`config.mk`:
```
export PLATFORM = sky130hd
export DESIGN_NAME = qxmm_lane
export DESIGN_NICKNAME = d
export VERILOG_FILES = /design/src/rtl/qxmm_pkg.sv /design/src/rtl/qxmm_lane.sv
export SDC_FILE = /design/constraint.sdc
export NUM_CORES = 1
export LEC_CHECK = 0
export BUFFER_PORTS_ARGS = -buffer_cell sky130_fd_sc_hd__buf_2
export CORE_AREA = 2 2 165 167
export CTS_CLUSTER_DIAMETER = 40
export DETAILED_ROUTE_END_ITERATION = 6
export DIE_AREA = 0 0 167 169
export GPL_ROUTABILITY_DRIVEN = 1
export SLEW_MARGIN = 20
export SYNTH_ARGS = -nofsm -noshare
export SYNTH_HDL_FRONTEND = slang
export SYNTH_SLANG_ARGS = --single-unit
```
`constraint.sdc`:
```
create_clock -name clk_i -period 15.7 [get_ports clk_i]
set_input_delay 3.925 -clock clk_i [delete_from_list [all_inputs] [get_ports clk_i]]
set_output_delay 3.925 -clock clk_i [all_outputs]
set_load 0.05 [all_outputs]
```
`src/rtl/qxmm_pkg.sv`:
```
`default_nettype none

package qxmm_pkg;

  // configuration register indexes
  localparam logic [2:0] REG_ARM_OFFSET     = 3'd0;
  localparam logic [2:0] REG_TORQUE_COEFF   = 3'd1;
  localparam logic [2:0] REG_ROLL_PITCH_GN  = 3'd2;
  localparam logic [2:0] REG_YAW_GAIN       = 3'd3;
  localparam logic [2:0] REG_THRUST_FLOOR   = 3'd4;
  localparam logic [2:0] REG_THRUST_CEILING = 3'd5;

  // register reset values
  localparam logic [30:0]        ARM_OFFSET_RST     = 31'd65536;
  localparam logic [30:0]        TORQUE_COEFF_RST   = 31'd65536;
  localparam logic [30:0]        ROLL_PITCH_GN_RST  = 31'd16384;
  localparam logic [30:0]        YAW_GAIN_RST       = 31'd16384;
  localparam logic signed [31:0] THRUST_FLOOR_RST   = 32'sd0;
  localparam logic signed [31:0] THRUST_CEILING_RST = 32'sd655360;

  // per-motor sign of the inverse mixing columns, bit set = negative
  localparam logic [3:0] ROLL_NEG  = 4'b0011;
  localparam logic [3:0] PITCH_NEG = 4'b0110;
  localparam logic [3:0] YAW_NEG   = 4'b0101;

  // axis order of the rounded torque terms
  localparam int unsigned AXIS_ROLL  = 0;
  localparam int unsigned AXIS_PITCH = 1;
  localparam int unsigned AXIS_YAW   = 2;

  localparam int unsigned MOTORS = 4;

  // load enables of the two merge stages
  typedef struct packed {
    logic sum_en;
    logic mul_en;
  } qxmm_merge_ctl_t;

  // saturate a wide signed value to the 32-bit range
  function automatic logic signed [31:0] sat32(input logic signed [65:0] v);
    logic signed [31:0] r;
    if (v > 66'sh0_7FFF_FFFF) begin
      r = 32'sh7FFF_FFFF;
    end else if (v < -66'sh0_8000_0000) begin
      r = 32'sh8000_0000;
    end else begin
      r = v[31:0];
    end
    return r;
  endfunction

endpackage

`default_nettype wire

```
`src/rtl/qxmm_lane.sv`:
```
`default_nettype none

// one motor: pick signed terms, sum, clamp, failure gate
module qxmm_lane import qxmm_pkg::*; #(
  parameter int unsigned LANE_ID = 0,
  parameter int unsigned TERM_W  = 48
) (
  input  wire logic                         clk_i,
  input  wire logic                         en_i,
  input  wire logic signed [30:0]           base_i,
  input  wire logic [2:0][1:0][TERM_W-1:0]  terms_i,
  input  wire logic                         failed_i,
  input  wire logic signed [31:0]           floor_i,
  input  wire logic signed [31:0]           ceiling_i,
  output logic signed [31:0]                f_o
);

  localparam int unsigned SUM_W = TERM_W + 2;

  logic signed [TERM_W-1:0] roll_t, pitch_t, yaw_t;
  logic signed [SUM_W-1:0]  sum;
  logic signed [SUM_W-1:0]  clamped;
  logic signed [31:0]       f_d;
  logic signed [31:0]       f_q;

  // term selection by this motor's column signs
  assign roll_t  = $signed(terms_i[AXIS_ROLL][ROLL_NEG[LANE_ID]]);
  assign pitch_t = $signed(terms_i[AXIS_PITCH][PITCH_NEG[LANE_ID]]);
  assign yaw_t   = $signed(terms_i[AXIS_YAW][YAW_NEG[LANE_ID]]);

  // sum, clamp with floor winning, then failure gate
  always_comb begin
    sum = SUM_W'(base_i) + SUM_W'(roll_t) + SUM_W'(pitch_t) + SUM_W'(yaw_t);
    clamped = sum;
    if (clamped > SUM_W'(ceiling_i)) begin
      clamped = SUM_W'(ceiling_i);
    end
    if (clamped < SUM_W'(floor_i)) begin
      clamped = SUM_W'(floor_i);
    end
    f_d = failed_i ? 32'sd0 : clamped[31:0];
  end

  always_ff @(posedge clk_i) begin
    if (en_i) begin
      f_q <= f_d;
    end
  end

  assign f_o = f_q;

endmodule

`default_nettype wire

```
==> results.txt <==
Outcome -> completed
DIE WIDTH -> 167 µm
GR Overflow Total -> 0
Final min period -> 14,210 ps
HPWL Detailed -> 23.3 mm
Top_reg_cell synth -> edfxtp_1
Antenna-violating nets left -> 0
Vias per cell -> 4.91
CORE AREA -> 0.0265 mm²
Area of the multi-input gates -> 0.00766 mm²
Largest net degree at the start of global routing -> 61
Cell Area, Placed -> 0.0115 mm²
Root Buffer -> clkbuf_16
RSZ-0062 raised after global routing -> no
Number of CTS-inserted buffers -> 5
DIE HEIGHT -> 169 µm
Synth-to-layout area growth -> 19.0%
Drt drc -> 0
Starting Density -> 0.370
Sw Share -> 0.548
Synth top area share -> 0.198
Critical Path Fanout Max -> 60
DP Cell Count -> 1,776
Worst-path cell with the longest stage delay -> nor4b_1
Register share of total power -> 0.076
Post-route cell area -> 0.0117 mm²
Fraction of final layout cells sized beyond drive strength 1 -> 0.234
Maximum clock frequency -> 0.0704 GHz
Max_slew headroom -> 0.428
Max reg flops -> 32
Die area -> 0.0282 mm²
Mapped Cells -> 1,180
Synthesis Warnings -> 0
VDD IR max -> 0.126 mV
Max Cap Viol -> 0
CTS resizes -> 0
Fin nets -> 2,073
Yosys top cell by area -> fa_1
Register area share after synthesis -> 0.0981
CP endpoint kind -> flip-flop
Htree depth -> 2
DR iter-0 viols -> 376
Tot GR Track Use -> 0.186
# setup viols final -> 0
Post-synthesis cell type count -> 64
CTS tree -> yes
First-pass GRT wire length -> 42.9 mm
Final wirelength -> 26.2 mm
Share of power burned in the clock network -> 0.042
Seq. cell area -> 961 µm²
HP Class -> input port to flip-flop
Sw Pwr -> 0.00127 W
Mapped Area -> 0.00980 mm²
Final hold slack -> 4000 ps
Initial antenna violation count -> 6
Max Root-Sink Buffers -> 2
Async set or reset register ratio after synthesis -> 0
Post-Layout Cell Count -> 1,787
Post-Syn Nets -> 1,811
Leakage -> 6.33 nW
Routability cong. -> 0.860
Std cell rows -> 60
Slowest stage delay, CP -> 740 ps
Syn_area_per_cell -> 8.30 µm²
CP Launch Type -> input port
Pwr Density -> 199 mW/mm²
Via count -> 8,783
Required @ worst endpoint -> 15,750 ps
Clock transition at the registers of the reported paths -> 60 ps
Arr. time, crit path -> 14,260 ps
Pre-antenna DRT Iters -> 5
DR WL/cell -> 14.6 µm
Slew @ Worst Pin -> 847 ps
Ranking of synthesized cells by area -> fa_1 20%, ha_1 19%, inv_1 11%, edfxtp_1 9.8%, mux2_2 4.8%
Number of flops mapped to enable cells by yosys -> 32
Cell-internal power -> 0.00105 W
Yosys reg bits -> 32
Final Max Tran Viols -> 0
Final hold violation count -> 0
Setup tns final -> 0 ps
Ports -> 418
Clk sinks -> 32
Final-layout fill cell count -> 2,746
Port Buf Inserts -> 273
Setup CP Type -> input port to flip-flop
Period utilization -> 0.905
Combinational share of power -> 0.882
Hold_buf cts -> 0
Vias in the first global route -> 8,891
# Post-CTS Setup Buffers -> 0
routing by layer:
layer | GRT usage | vias to the layer above | share of wire
li1 | - | 4526 | -
met1 | 0.237 | 3978 | 0.45
met2 | 0.340 | 242 | 0.48
met3 | 0.0215 | 31 | 0.048
met4 | 0.0386 | 6 | 0.017
met5 | 0 | - | 0.0018
power groups by stage:
stage	Combinational, W	Clock, W	Sequential (W)
floorplan	0.00146	0	0.000336
global placement	0.00203	0	0.000179
detailed placement	0.00205	0	0.000180
CTS	0.00207	0.0000994	0.000178
global route	0.00232	0.000102	0.000181
finish	0.00205	0.0000968	0.000177
cell families after synthesis:
family / count (synthesis) / share of synthesized area
AO/OA/AOI/OAI: 281 / 0.190
XOR/XNOR: 42 / 0.0375
adder cells (fa/ha/maj): 245 / 0.387
buffers and inverters: 305 / 0.121
flip-flops: 32 / 0.0981
multiplexers: 47 / 0.0534
AND/OR/NAND/NOR: 228 / 0.112
synth_stat cells (all sizes together), types with 3 or more instances:
master and instances:
ha 148, xor2 16, mux2i 5, o211ai 3
a211oi 48, nor2b 6, a311oi 5, o21ai 49
buf 12, xnor2 26, or3 3, and3 8
a21oi 77, nand2 54, and2 5, edfxtp 32
mux2 42, nand4 22, nor2 80, a21o 47
nor3 17, fa 97, inv 281, nand3b 3
nand2b 8, o31ai 4, o21bai 11, o21a 7
nand3 11, a31oi 11, clkbuf 12
path summary, 6_finish.rpt:
path                     from                    end  depth (start not counted)
setup / recovery  terms_i[63]  f_o[15]$_SDFFCE_PP0P_                         34
hold / removal     floor_i[8]   f_o[8]$_SDFFCE_PP0P_                          3
worst max-delay path: cells and delay by family:
kind	cells	cell delay [ps]
AND/OR/NAND/NOR	14	4100
adder cells (fa/ha/maj)	5	1920
AO/OA/AOI/OAI	9	3070
buffers and inverters	5	820
multiplexers	1	380
placed cells by master (no fill, tap or decap), drive strengths merged, types with 16 or more instances in the layout:
master	synthesis	layout
inv	281	281
buf	12	279
ha	148	148
fa	97	97
nor2	80	80
a21oi	77	77
nand2	54	54
o21ai	49	49
a211oi	48	48
a21o	47	47
mux2	42	42
edfxtp	32	32
xnor2	26	26
nand4	22	22
nor3	17	17
xor2	16	16
metrics by stage:
step,total power (W),setup WS (ps),utilization
finish,0.00232,1490,0.440
global route,0.00260,760,0.440
CTS,0.00234,1230,0.439
detailed placement,0.00223,1000,0.434
global placement,0.00220,1050,0.434
floorplan,0.00179,2990,-
area by class of cell:
class,count,share of cell area
multi-input cells,843,0.657
repair buffers,279,0.121
inverters,281,0.0905
flip-flops and latches,32,0.0824
well taps,341,0.0366
clock buffers,7,0.0114
diodes,3,0.000644
clock inverters,1,0.000322
(Power assumes the default switching activity.)
